--- src/qtco_pkg.sv ---
// ----------------------------------------------------------------------------
// qtco_pkg
// Types and constants shared by the quad timer modules.
// ----------------------------------------------------------------------------
package qtco_pkg;

  // Timer count default
  localparam int NUM_TIMERS_DEF = 4;
  localparam int MAX_TIMERS     = 4;

  // Bus window
  localparam logic [31:0] WIN_LO = 32'h1000_0000;
  localparam logic [31:0] WIN_HI = 32'h1000_1830;

  // Opcodes
  localparam logic [1:0] OP_TICK  = 2'd0;
  localparam logic [1:0] OP_READ  = 2'd1;
  localparam logic [1:0] OP_WRITE = 2'd2;

  // Register codes (offset bits 5:4)
  localparam logic [1:0] REG_COUNT = 2'd0;
  localparam logic [1:0] REG_MODE  = 2'd1;
  localparam logic [1:0] REG_COMP  = 2'd2;
  localparam logic [1:0] REG_HOLD  = 2'd3;

  // Prescale select codes
  localparam logic [1:0] PRESC_1      = 2'd0;
  localparam logic [1:0] PRESC_16     = 2'd1;
  localparam logic [1:0] PRESC_256    = 2'd2;
  localparam logic [1:0] PRESC_HBLANK = 2'd3;

  // MODE layout
  localparam int MODE_W      = 10;
  localparam int BIT_ZRET    = 6;
  localparam int BIT_CUE     = 7;
  localparam int BIT_CMPE    = 8;
  localparam int BIT_OVFE    = 9;
  localparam int FLAG_EQ_BIT = 10;
  localparam int FLAG_OV_BIT = 11;

  // Configuration
  localparam logic [15:0] HBLANK_RESET   = 16'd9371;
  localparam logic        CFG_IDX_HBLANK = 1'b0;

  // Per-transaction command broadcast to every timer lane
  typedef struct packed {
    logic        fire;
    logic        tick;
    logic        wr;
    logic [1:0]  reg_code;
    logic [15:0] wdata;
  } qtco_cmd_t;

endpackage

--- src/qtco_cfg.sv ---
// ----------------------------------------------------------------------------
// qtco_cfg
// APB-style configuration register holding the hblank period.
// ----------------------------------------------------------------------------
module qtco_cfg (
  input  logic        clk_i,
  input  logic        rst_ni,
  input  logic        psel,
  input  logic        penable,
  input  logic        pwrite,
  input  logic [2:0]  paddr,
  input  logic [31:0] pwdata,
  output logic [31:0] prdata,
  output logic        pready,
  output logic [15:0] hblank_o
);
  import qtco_pkg::*;

  logic [15:0] hblank_q, hblank_d;
  logic        wr_en;

  assign pready = 1'b1;
  assign wr_en  = psel & penable & pwrite & (paddr[2] == CFG_IDX_HBLANK);

  // Write access
  always_comb begin
    hblank_d = hblank_q;
    if (wr_en) begin
      hblank_d = pwdata[15:0];
    end
  end

  always_ff @(posedge clk_i or negedge rst_ni) begin
    if (!rst_ni) begin
      hblank_q <= HBLANK_RESET;
    end else begin
      hblank_q <= hblank_d;
    end
  end

  // Read back
  assign prdata   = (paddr[2] == CFG_IDX_HBLANK) ? {16'd0, hblank_q} : 32'd0;
  assign hblank_o = hblank_q;

endmodule

--- src/qtco_timer.sv ---
// ----------------------------------------------------------------------------
// qtco_timer
// One 16-bit timer: prescaler, counter, compare, overflow and its registers.
// ----------------------------------------------------------------------------
module qtco_timer (
  input  logic               clk_i,
  input  logic               rst_ni,
  input  qtco_pkg::qtco_cmd_t cmd_i,
  input  logic               hit_i,
  input  logic [15:0]        hblank_i,
  output logic [15:0]        rdata_o,
  output logic               irq_o
);
  import qtco_pkg::*;

  logic [15:0]       count_q, count_d;
  logic [MODE_W-1:0] mode_q, mode_d;
  logic [15:0]       comp_q, comp_d;
  logic [15:0]       hold_q, hold_d;
  logic              eq_q, eq_d;
  logic              ov_q, ov_d;
  logic [15:0]       phase_q, phase_d;

  logic [15:0] period;
  logic [15:0] phase_inc;
  logic [15:0] count_inc;
  logic        step;
  logic        cmp_hit;
  logic        wrap;
  logic        wr_en;

  // Prescale period
  always_comb begin
    case (mode_q[1:0])
      PRESC_1:      period = 16'd1;
      PRESC_16:     period = 16'd16;
      PRESC_256:    period = 16'd256;
      PRESC_HBLANK: period = (hblank_i == 16'd0) ? 16'd1 : hblank_i;
      default:      period = 16'd1;
    endcase
  end

  assign phase_inc = phase_q + 16'd1;
  assign count_inc = count_q + 16'd1;
  assign step      = (phase_inc >= period);
  assign cmp_hit   = (count_inc == comp_q);
  assign wrap      = (count_q == 16'hFFFF);
  assign wr_en     = cmd_i.fire & cmd_i.wr & hit_i;

  // Next state: tick advance or register write
  always_comb begin
    count_d = count_q;
    mode_d  = mode_q;
    comp_d  = comp_q;
    hold_d  = hold_q;
    eq_d    = eq_q;
    ov_d    = ov_q;
    phase_d = phase_q;
    irq_o   = 1'b0;
    if (cmd_i.tick && mode_q[BIT_CUE]) begin
      if (!step) begin
        phase_d = phase_inc;
      end else begin
        phase_d = 16'd0;
        count_d = count_inc;
        if (cmp_hit) begin
          if (mode_q[BIT_CMPE]) begin
            eq_d  = 1'b1;
            irq_o = 1'b1;
          end
          if (mode_q[BIT_ZRET]) begin
            count_d = 16'd0;
          end
        end
        if (wrap && mode_q[BIT_OVFE]) begin
          ov_d  = 1'b1;
          irq_o = 1'b1;
        end
      end
    end
    if (wr_en) begin
      case (cmd_i.reg_code)
        REG_COUNT: begin
          count_d = cmd_i.wdata;
          phase_d = 16'd0;
        end
        REG_MODE: begin
          mode_d  = cmd_i.wdata[MODE_W-1:0];
          phase_d = 16'd0;
          if (cmd_i.wdata[FLAG_EQ_BIT]) begin
            eq_d = 1'b0;
          end
          if (cmd_i.wdata[FLAG_OV_BIT]) begin
            ov_d = 1'b0;
          end
        end
        REG_COMP: comp_d = cmd_i.wdata;
        REG_HOLD: hold_d = cmd_i.wdata;
        default: ;
      endcase
    end
  end

  // State commits only when the transaction is processed
  always_ff @(posedge clk_i or negedge rst_ni) begin
    if (!rst_ni) begin
      count_q <= '0;
      mode_q  <= '0;
      comp_q  <= '0;
      hold_q  <= '0;
      eq_q    <= 1'b0;
      ov_q    <= 1'b0;
      phase_q <= '0;
    end else if (cmd_i.fire) begin
      count_q <= count_d;
      mode_q  <= mode_d;
      comp_q  <= comp_d;
      hold_q  <= hold_d;
      eq_q    <= eq_d;
      ov_q    <= ov_d;
      phase_q <= phase_d;
    end
  end

  // Read mux, zero unless this lane is addressed
  always_comb begin
    rdata_o = 16'd0;
    if (hit_i) begin
      case (cmd_i.reg_code)
        REG_COUNT: rdata_o = count_q;
        REG_MODE:  rdata_o = {4'd0, ov_q, eq_q, mode_q};
        REG_COMP:  rdata_o = comp_q;
        REG_HOLD:  rdata_o = hold_q;
        default:   rdata_o = 16'd0;
      endcase
    end
  end

endmodule

--- src/quad_timer_compare_overflow_top.sv ---
// ----------------------------------------------------------------------------
// quad_timer_compare_overflow_top
// Four timers with compare and overflow behind a transaction channel.
// ----------------------------------------------------------------------------
// Pipeline: input register, then result register.
// Throughput: 1 transaction per cycle while the result is not stalled; decode,
//   timer update and read mux sit in one combinational pass between the input and
//   result registers. Reset: asynchronous, active low; timers and flags clear,
//   hblank = 9371, both pipeline stages empty. Accepts transactions right after reset.
module quad_timer_compare_overflow_top #(
  parameter int NUM_TIMERS = qtco_pkg::NUM_TIMERS_DEF
) (
  input  logic        clk_i,
  input  logic        rst_ni,
  // Input channel
  input  logic        in_valid_i,
  output logic        in_stall_o,
  input  logic [1:0]  opcode_i,
  input  logic [31:0] address_i,
  input  logic [15:0] write_data_i,
  // Output channel
  output logic        out_valid_o,
  input  logic        out_stall_i,
  output logic        handled_o,
  output logic [15:0] read_data_o,
  output logic [3:0]  irq_lines_o,
  // Configuration port
  input  logic        psel,
  input  logic        penable,
  input  logic        pwrite,
  input  logic [2:0]  paddr,
  input  logic [31:0] pwdata,
  output logic [31:0] prdata,
  output logic        pready
);
  import qtco_pkg::*;

  // Input stage
  logic        s1_valid_q, s1_valid_d;
  logic [1:0]  s1_op_q;
  logic [31:0] s1_addr_q;
  logic [15:0] s1_wdata_q;

  // Result stage
  logic        out_valid_q, out_valid_d;
  logic        handled_q, handled_d;
  logic [15:0] rdata_q, rdata_d;
  logic [3:0]  irq_q, irq_d;

  logic        in_accept;
  logic        adv;
  logic [15:0] hblank;

  // Decode
  logic [31:0] off;
  logic        in_win;
  logic        reg_ok;
  logic [1:0]  idx;
  logic        idx_ok;
  logic        hit_any;
  logic        is_tick, is_read, is_write;

  qtco_cmd_t   cmd;
  logic [15:0] lane_rdata [MAX_TIMERS];
  logic [3:0]  lane_irq;
  logic [15:0] rdata_or;

  // Handshake
  assign adv        = s1_valid_q & (~out_valid_q | ~out_stall_i);
  assign in_stall_o = s1_valid_q & ~adv;
  assign in_accept  = in_valid_i & ~in_stall_o;

  always_comb begin
    s1_valid_d = s1_valid_q;
    if (in_accept) begin
      s1_valid_d = 1'b1;
    end else if (adv) begin
      s1_valid_d = 1'b0;
    end
  end

  always_ff @(posedge clk_i or negedge rst_ni) begin
    if (!rst_ni) begin
      s1_valid_q <= 1'b0;
    end else begin
      s1_valid_q <= s1_valid_d;
    end
  end

  always_ff @(posedge clk_i) begin
    if (in_accept) begin
      s1_op_q    <= opcode_i;
      s1_addr_q  <= address_i;
      s1_wdata_q <= write_data_i;
    end
  end

  // Address decode
  assign off     = s1_addr_q - WIN_LO;
  assign in_win  = (s1_addr_q >= WIN_LO) && (s1_addr_q <= WIN_HI);
  assign idx     = off[12:11];
  assign reg_ok  = (off[10:6] == 5'd0) && (off[3:0] == 4'd0);
  assign idx_ok  = ({1'b0, idx} < 3'(NUM_TIMERS));
  assign hit_any = in_win & reg_ok & idx_ok;

  assign is_tick  = (s1_op_q == OP_TICK);
  assign is_read  = (s1_op_q == OP_READ);
  assign is_write = (s1_op_q == OP_WRITE);

  assign cmd.fire     = adv;
  assign cmd.tick     = is_tick;
  assign cmd.wr       = is_write;
  assign cmd.reg_code = off[5:4];
  assign cmd.wdata    = s1_wdata_q;

  // Configuration register
  qtco_cfg u_cfg (
    .clk_i    (clk_i),
    .rst_ni   (rst_ni),
    .psel     (psel),
    .penable  (penable),
    .pwrite   (pwrite),
    .paddr    (paddr),
    .pwdata   (pwdata),
    .prdata   (prdata),
    .pready   (pready),
    .hblank_o (hblank)
  );

  // Timer lanes
  for (genvar g = 0; g < MAX_TIMERS; g++) begin : g_lane
    if (g < NUM_TIMERS) begin : g_on
      qtco_timer u_timer (
        .clk_i    (clk_i),
        .rst_ni   (rst_ni),
        .cmd_i    (cmd),
        .hit_i    (hit_any && (idx == 2'(g))),
        .hblank_i (hblank),
        .rdata_o  (lane_rdata[g]),
        .irq_o    (lane_irq[g])
      );
    end else begin : g_off
      assign lane_rdata[g] = 16'd0;
      assign lane_irq[g]   = 1'b0;
    end
  end

  // Read data merge, only the addressed lane is nonzero
  always_comb begin
    rdata_or = 16'd0;
    for (int i = 0; i < MAX_TIMERS; i++) begin
      rdata_or = rdata_or | lane_rdata[i];
    end
  end

  // Result fields
  always_comb begin
    handled_d = 1'b0;
    rdata_d   = 16'd0;
    irq_d     = 4'd0;
    if (is_tick) begin
      handled_d = 1'b1;
      irq_d     = lane_irq;
    end else if (is_read) begin
      handled_d = hit_any;
      rdata_d   = rdata_or;
    end else if (is_write) begin
      handled_d = hit_any;
    end
  end

  // Result register
  always_comb begin
    out_valid_d = out_valid_q & out_stall_i;
    if (adv) begin
      out_valid_d = 1'b1;
    end
  end

  always_ff @(posedge clk_i or negedge rst_ni) begin
    if (!rst_ni) begin
      out_valid_q <= 1'b0;
    end else begin
      out_valid_q <= out_valid_d;
    end
  end

  always_ff @(posedge clk_i) begin
    if (adv) begin
      handled_q <= handled_d;
      rdata_q   <= rdata_d;
      irq_q     <= irq_d;
    end
  end

  assign out_valid_o = out_valid_q;
  assign handled_o   = handled_q;
  assign read_data_o = rdata_q;
  assign irq_lines_o = irq_q;

endmodule

--- config.mk ---
export PLATFORM = sky130hd
export DESIGN_NAME = quad_timer_compare_overflow_top
export DESIGN_NICKNAME = d
export VERILOG_FILES = /design/src/qtco_pkg.sv /design/src/qtco_cfg.sv /design/src/qtco_timer.sv /design/src/quad_timer_compare_overflow_top.sv
export SDC_FILE = /design/constraint.sdc
export NUM_CORES = 1
export LEC_CHECK = 0
export BUFFER_PORTS_ARGS = -buffer_cell sky130_fd_sc_hd__buf_2
export CORE_UTILIZATION = 35
export CTS_CLUSTER_DIAMETER = 100
export DETAILED_ROUTE_END_ITERATION = 12
export SYNTH_ARGS = -nofsm -noshare
export SYNTH_HDL_FRONTEND = slang
export SYNTH_SLANG_ARGS = --single-unit
--- constraint.sdc ---
create_clock -name clk_i -period 4.3 [get_ports clk_i]
set_input_delay 1.075 -clock clk_i [delete_from_list [all_inputs] [get_ports clk_i]]
set_output_delay 1.075 -clock clk_i [all_outputs]
set_load 0.005 [all_outputs]
==> impl_table.tex <==
\begin{tabular}{lr}
\hline
Metric & Value \\
\hline
\multicolumn{2}{l}{\textbf{Synth}} \\
\quad Post-synth EDFFs & 71 \\
\quad Main combinational cell family by area after synthesis & simple AND/OR/NAND/NOR gates \\
\quad Multiplexer area fraction after synthesis & 0.148 \\
\quad Warning count from the yosys run & 0 \\
\quad Post-synthesis share of cell area spent on full adders, half adders and majority gates & 0.0388 \\
\quad Post-synthesis simple-gate area fraction & 0.151 \\
\quad Total standard cell area after synthesis & 23200 um\^{}2 \\
\quad Post-synthesis compound-gate area fraction & 0.133 \\
\quad Fraction of synthesized cell area in xor and xnor cells & 0.0540 \\
\quad Synth Register Bits & 393 \\
\quad Instance count of the mapped netlist & $\sim$2200 \\
\quad Sequential fraction of the synthesis area & 0.440 \\
\quad Most used DFF post-synth & sky130\_fd\_sc\_hd\_\_dfrtp\_1 \\
\quad Share of flip-flops with an asynchronous set or reset & 0.819 \\
\quad Number of distinct library cell variants in the gate-level netlist after synthesis & 84 \\
\quad Post-synthesis area per instance & 10.4 um\^{}2 \\
\multicolumn{2}{l}{\textbf{Setup path}} \\
\quad Family with the most delay on the worst path & simple AND/OR/NAND/NOR gates \\
\quad Critical path arrival & 4500 ps \\
\quad Max FO, Critical Path & 7 \\
\quad Delay of the slowest cell on the worst path & 550 ps \\
\quad Type of the setup path with the least slack & register to register \\
\quad CP cell instances & ha\_1, nand3\_1, nor2\_1, and3\_1, and3\_1, nand3\_1, xnor2\_1, ha\_1, a21oi\_1, o21ai\_0, a211oi\_1, buf\_4, or3\_4, or4\_1, o2111ai\_2, nand4\_1 \\
\quad Critical path launch point type & register \\
\quad Combined buffer and inverter count along the critical path & 1 \\
\quad CP Data Required Time & 4760 ps \\
\quad Worst setup slack for register-to-register paths & 260 ps \\
\quad Slowest-stage cell, CP & sky130\_fd\_sc\_hd\_\_or4\_1 \\
\quad Critical Path End Type & register \\
\multicolumn{2}{l}{\textbf{Clocking}} \\
\quad Number of clock sinks & 393 \\
\quad Clock-pin slew on the worst setup and hold paths & 60 ps \\
\quad Number of buffers between clock root and the deepest sink & 3 \\
\quad Insertion delay to the later sink of the worst-skew pair & 610 ps \\
\quad Clock tree from TritonCTS & built \\
\quad Post-CTS Setup Repair Bufs & 0 \\
\quad Clk root buf & sky130\_fd\_sc\_hd\_\_clkbuf\_16 \\
\quad Number of buffers created by CTS & 47 \\
\quad CTS H-tree lvls & 2 \\
\multicolumn{2}{l}{\textbf{Outcome}} \\
\quad Status & complete, no violations \\
\multicolumn{2}{l}{\textbf{Finish}} \\
\quad Filler cells & 6285 \\
\quad Register area & 10200 um\^{}2 \\
\quad Area grow syn2layout & 14.5\% \\
\quad Leading cell types in the layout, fill and taps excluded & sky130\_fd\_sc\_hd\_\_dfrtp\_1 (315), sky130\_fd\_sc\_hd\_\_nand2\_1 (212), sky130\_fd\_sc\_hd\_\_mux2\_2 (201), sky130\_fd\_sc\_hd\_\_nor2\_1 (144), sky130\_fd\_sc\_hd\_\_o21ai\_0 (138) \\
\quad Diodes inserted & 0 \\
\quad Most common cell after layout, fill and taps aside & sky130\_fd\_sc\_hd\_\_dfrtp\_1 \\
\quad Final core utilization & 0.405 \\
\quad Layout Nets & 2510 \\
\quad Area of combinational cells with multiple inputs & 12300 um\^{}2 \\
\quad Share of layout cells above drive strength 1 & 0.237 \\
\multicolumn{2}{l}{\textbf{Timing}} \\
\quad Number of max-slew violations in the final report & 0 \\
\quad Actual transition at the worst max-transition pin & 1120 ps \\
\quad Total negative setup slack & 0 ps \\
\quad Final clock period utilization by the worst path & 0.939 \\
\quad Clock period minus worst slack & 4040 ps \\
\quad Slew Limit Headroom & 0.252 \\
\quad Final setup violation count & 0 \\
\quad Worst Clk Skew & 43.6 ps \\
\quad Setup repair after global routing missed its margin & no \\
\quad Worst Setup Slack, final & 264 ps \\
\quad Final number of hold-violating endpoints & 0 \\
\quad Highest clock rate & 0.248 GHz \\
\multicolumn{2}{l}{\textbf{Floorplanning}} \\
\quad I/O pin cnt & 148 \\
\quad Floorplan die height & about 260 um \\
\quad Starting density of the core & 0.353 \\
\quad Floorplan row count & 94 \\
\quad Placeable core area & 65600 um\^{}2 \\
\quad Width of the die & 259 um \\
\quad Die area & 67300 um\^{}2 \\
\multicolumn{2}{l}{\textbf{Global route}} \\
\quad Vias in the first global route & between 15000 and 20000 \\
\quad Global route overflow & 0 \\
\quad Pin count of the biggest net entering global routing & approximately 100 \\
\quad Overall Global Routing Usage & 0.209 \\
\quad Initial antenna violation count & 0 \\
\quad Global-route wire length before repair & roughly 110000 um \\
\multicolumn{2}{l}{\textbf{Routing}} \\
\quad Routed via count divided by cell count & roughly 5.7 \\
\quad Violation count after the first detailed-routing iteration & 1543 \\
\quad Count of nets left with antenna violations after detail routing & 0 \\
\quad Vias after detailed routing & between 15000 and 20000 \\
\quad Average wire per cell in the routed design & 21.7 um \\
\quad Final routed DRC violation total & 0 \\
\quad Routed Wire Length & 70600 um \\
\quad First drt pass iteration count & 7 \\
\multicolumn{2}{l}{\textbf{Power}} \\
\quad Share of total power in the clock network & 0.455 \\
\quad Switching Share & 0.259 \\
\quad Total leakage power & 11.9 nW \\
\quad Power share of the sequential group & 0.455 \\
\quad NetSw & roughly 2.3 mW \\
\quad Maximum vdd drop & 298 uV \\
\quad Logic pwr share & 0.090 \\
\quad Power density of the placed cells & roughly 330 nW/um\^{}2 \\
\quad Pint & 6.50 mW \\
\multicolumn{2}{l}{\textbf{Job}} \\
\quad MaxCap Viol Count & 0 \\
\multicolumn{2}{l}{\textbf{Place}} \\
\quad Final weighted congestion of routability-driven global placement & 0.943 \\
\quad HPWL after DPL & 48800 um \\
\quad Port Buf Inserts & 112 \\
\quad Placement Setup Slack & about 190 ps \\
\multicolumn{2}{l}{\textbf{Min path}} \\
\quad Worst hold-check path type & register to register \\
\hline
\end{tabular}
metal layers:
metal / vias up / part of all wire / GRT usage / routed length, um
met3: 164 / 0.060 / 0.0339 / 4240
met2: 689 / 0.47 / 0.334 / 33000
li1: 8443 / - / - / -
met4: 0 / 0.045 / 0.0967 / 3200
met5: - / 0 / 0 / 0
met1: 9256 / 0.43 / 0.278 / 30200
stage by stage:
step / area (um^2) / hold slack, ps / std cells / power [mW]
6_report: 26600 / 475 / 3248 / 8.78
5_1_grt: 26600 / 502 / 3248 / 9.09
4_1_cts: 26500 / 477 / 3248 / 8.86
3_5_place_dp: 25000 / 462 / 3161 / 4.85
3_3_place_gp: 25000 / 455 / 3161 / 4.83
2_1_floorplan: 23200 / 441 / 2244 / 4.42
worst paths after layout:
path | start | endpoint | cells after the start
worst max-delay path | g_lane[3].g_on.u_timer.phase_q[0] | g_lane[3].g_on.u_timer.count_q[12] | 16
worst min register to register | s1_valid_q | out_valid_o | 1
max in group asynchronous | rst_ni | g_lane[0].g_on.u_timer.count_q[11] | 2
min in group asynchronous | rst_ni | g_lane[1].g_on.u_timer.phase_q[10] | 1
worst max register to register | g_lane[3].g_on.u_timer.phase_q[0] | g_lane[3].g_on.u_timer.count_q[12] | 16
worst min-delay path | s1_valid_q | out_valid_o | 1
cell usage after synthesis (14+ instances only):
cell	n	area share
sky130_fd_sc_hd__nor4_1	26	0.0070
sky130_fd_sc_hd__buf_4	19	0.0062
sky130_fd_sc_hd__xnor2_1	81	0.031
sky130_fd_sc_hd__xor2_1	62	0.023
sky130_fd_sc_hd__nand2b_1	31	0.0084
sky130_fd_sc_hd__a31oi_1	21	0.0057
sky130_fd_sc_hd__nor3_1	39	0.0084
sky130_fd_sc_hd__nand3_1	71	0.015
sky130_fd_sc_hd__dfrtp_1	315	0.34
sky130_fd_sc_hd__and2_1	15	0.0040
sky130_fd_sc_hd__and3_1	45	0.012
sky130_fd_sc_hd__nor2b_1	29	0.0078
sky130_fd_sc_hd__mux4_2	48	0.047
sky130_fd_sc_hd__edfxtp_1	71	0.092
sky130_fd_sc_hd__nand2_1	212	0.034
sky130_fd_sc_hd__inv_1	39	0.0063
sky130_fd_sc_hd__a22o_1	30	0.011
sky130_fd_sc_hd__o21ai_0	139	0.030
sky130_fd_sc_hd__mux2_2	201	0.098
sky130_fd_sc_hd__clkbuf_1	104	0.017
sky130_fd_sc_hd__a211oi_1	26	0.0084
sky130_fd_sc_hd__ha_1	72	0.039
sky130_fd_sc_hd__a22oi_1	42	0.014
sky130_fd_sc_hd__a21oi_1	79	0.017
sky130_fd_sc_hd__and4_1	14	0.0053
sky130_fd_sc_hd__nand4_1	26	0.0070
sky130_fd_sc_hd__buf_2	18	0.0039
sky130_fd_sc_hd__nor2_1	145	0.023
power by group through the flow:
stage / Combinational, mW / Clock, mW / Sequential [mW]
5_1_grt: 0.869 / 4.22 / 4.00
3_5_place_dp: 0.787 / 0 / 4.06
6_report: 0.788 / 3.99 / 4.00
3_3_place_gp: 0.768 / 0 / 4.06
2_1_floorplan: 0.397 / 0 / 4.02
4_1_cts: 0.794 / 4.07 / 4.00
registers in the layout, summed over array words and instances, names as in the netlist:
signal,flops
g_lane.g_on.u_timer.comp_q,64
s1_addr_q,32
read_data_o,16
g_lane.g_on.u_timer.ov_q,4
u_cfg.hblank_o,16
handled_o,1
g_lane.g_on.u_timer.count_q,64
g_lane.g_on.u_timer.phase_q,64
out_valid_o,1
s1_wdata_q,16
g_lane.g_on.u_timer.eq_q,4
s1_op_q,2
s1_valid_q,1
g_lane.g_on.u_timer.hold_q,64
g_lane.g_on.u_timer.mode_q,40
irq_lines_o,4
cell type report:
class,count,share of cell area
Clock buffer,63,0.0477
Clock inverter,24,0.00942
Tap cell,864,0.0407
Inverter,39,0.00551
Multi-Input combinational cell,1657,0.462
Timing Repair Buffer,208,0.0510
Sequential cell,393,0.384
timing repair:
action,CTS,global route
hold buffers,0,0
setup endpoints to repair,0,21
resized for setup,0,6
kinds of logic after synthesis:
logic type,count (synthesis)
AND/OR/NAND/NOR,701
AO/OA/AOI/OAI,467
flip-flops,393
multiplexers,257
buffers and inverters,194
XOR/XNOR,143
adder cells (fa/ha/maj),72
other,2
(Power assumes the default switching activity.)
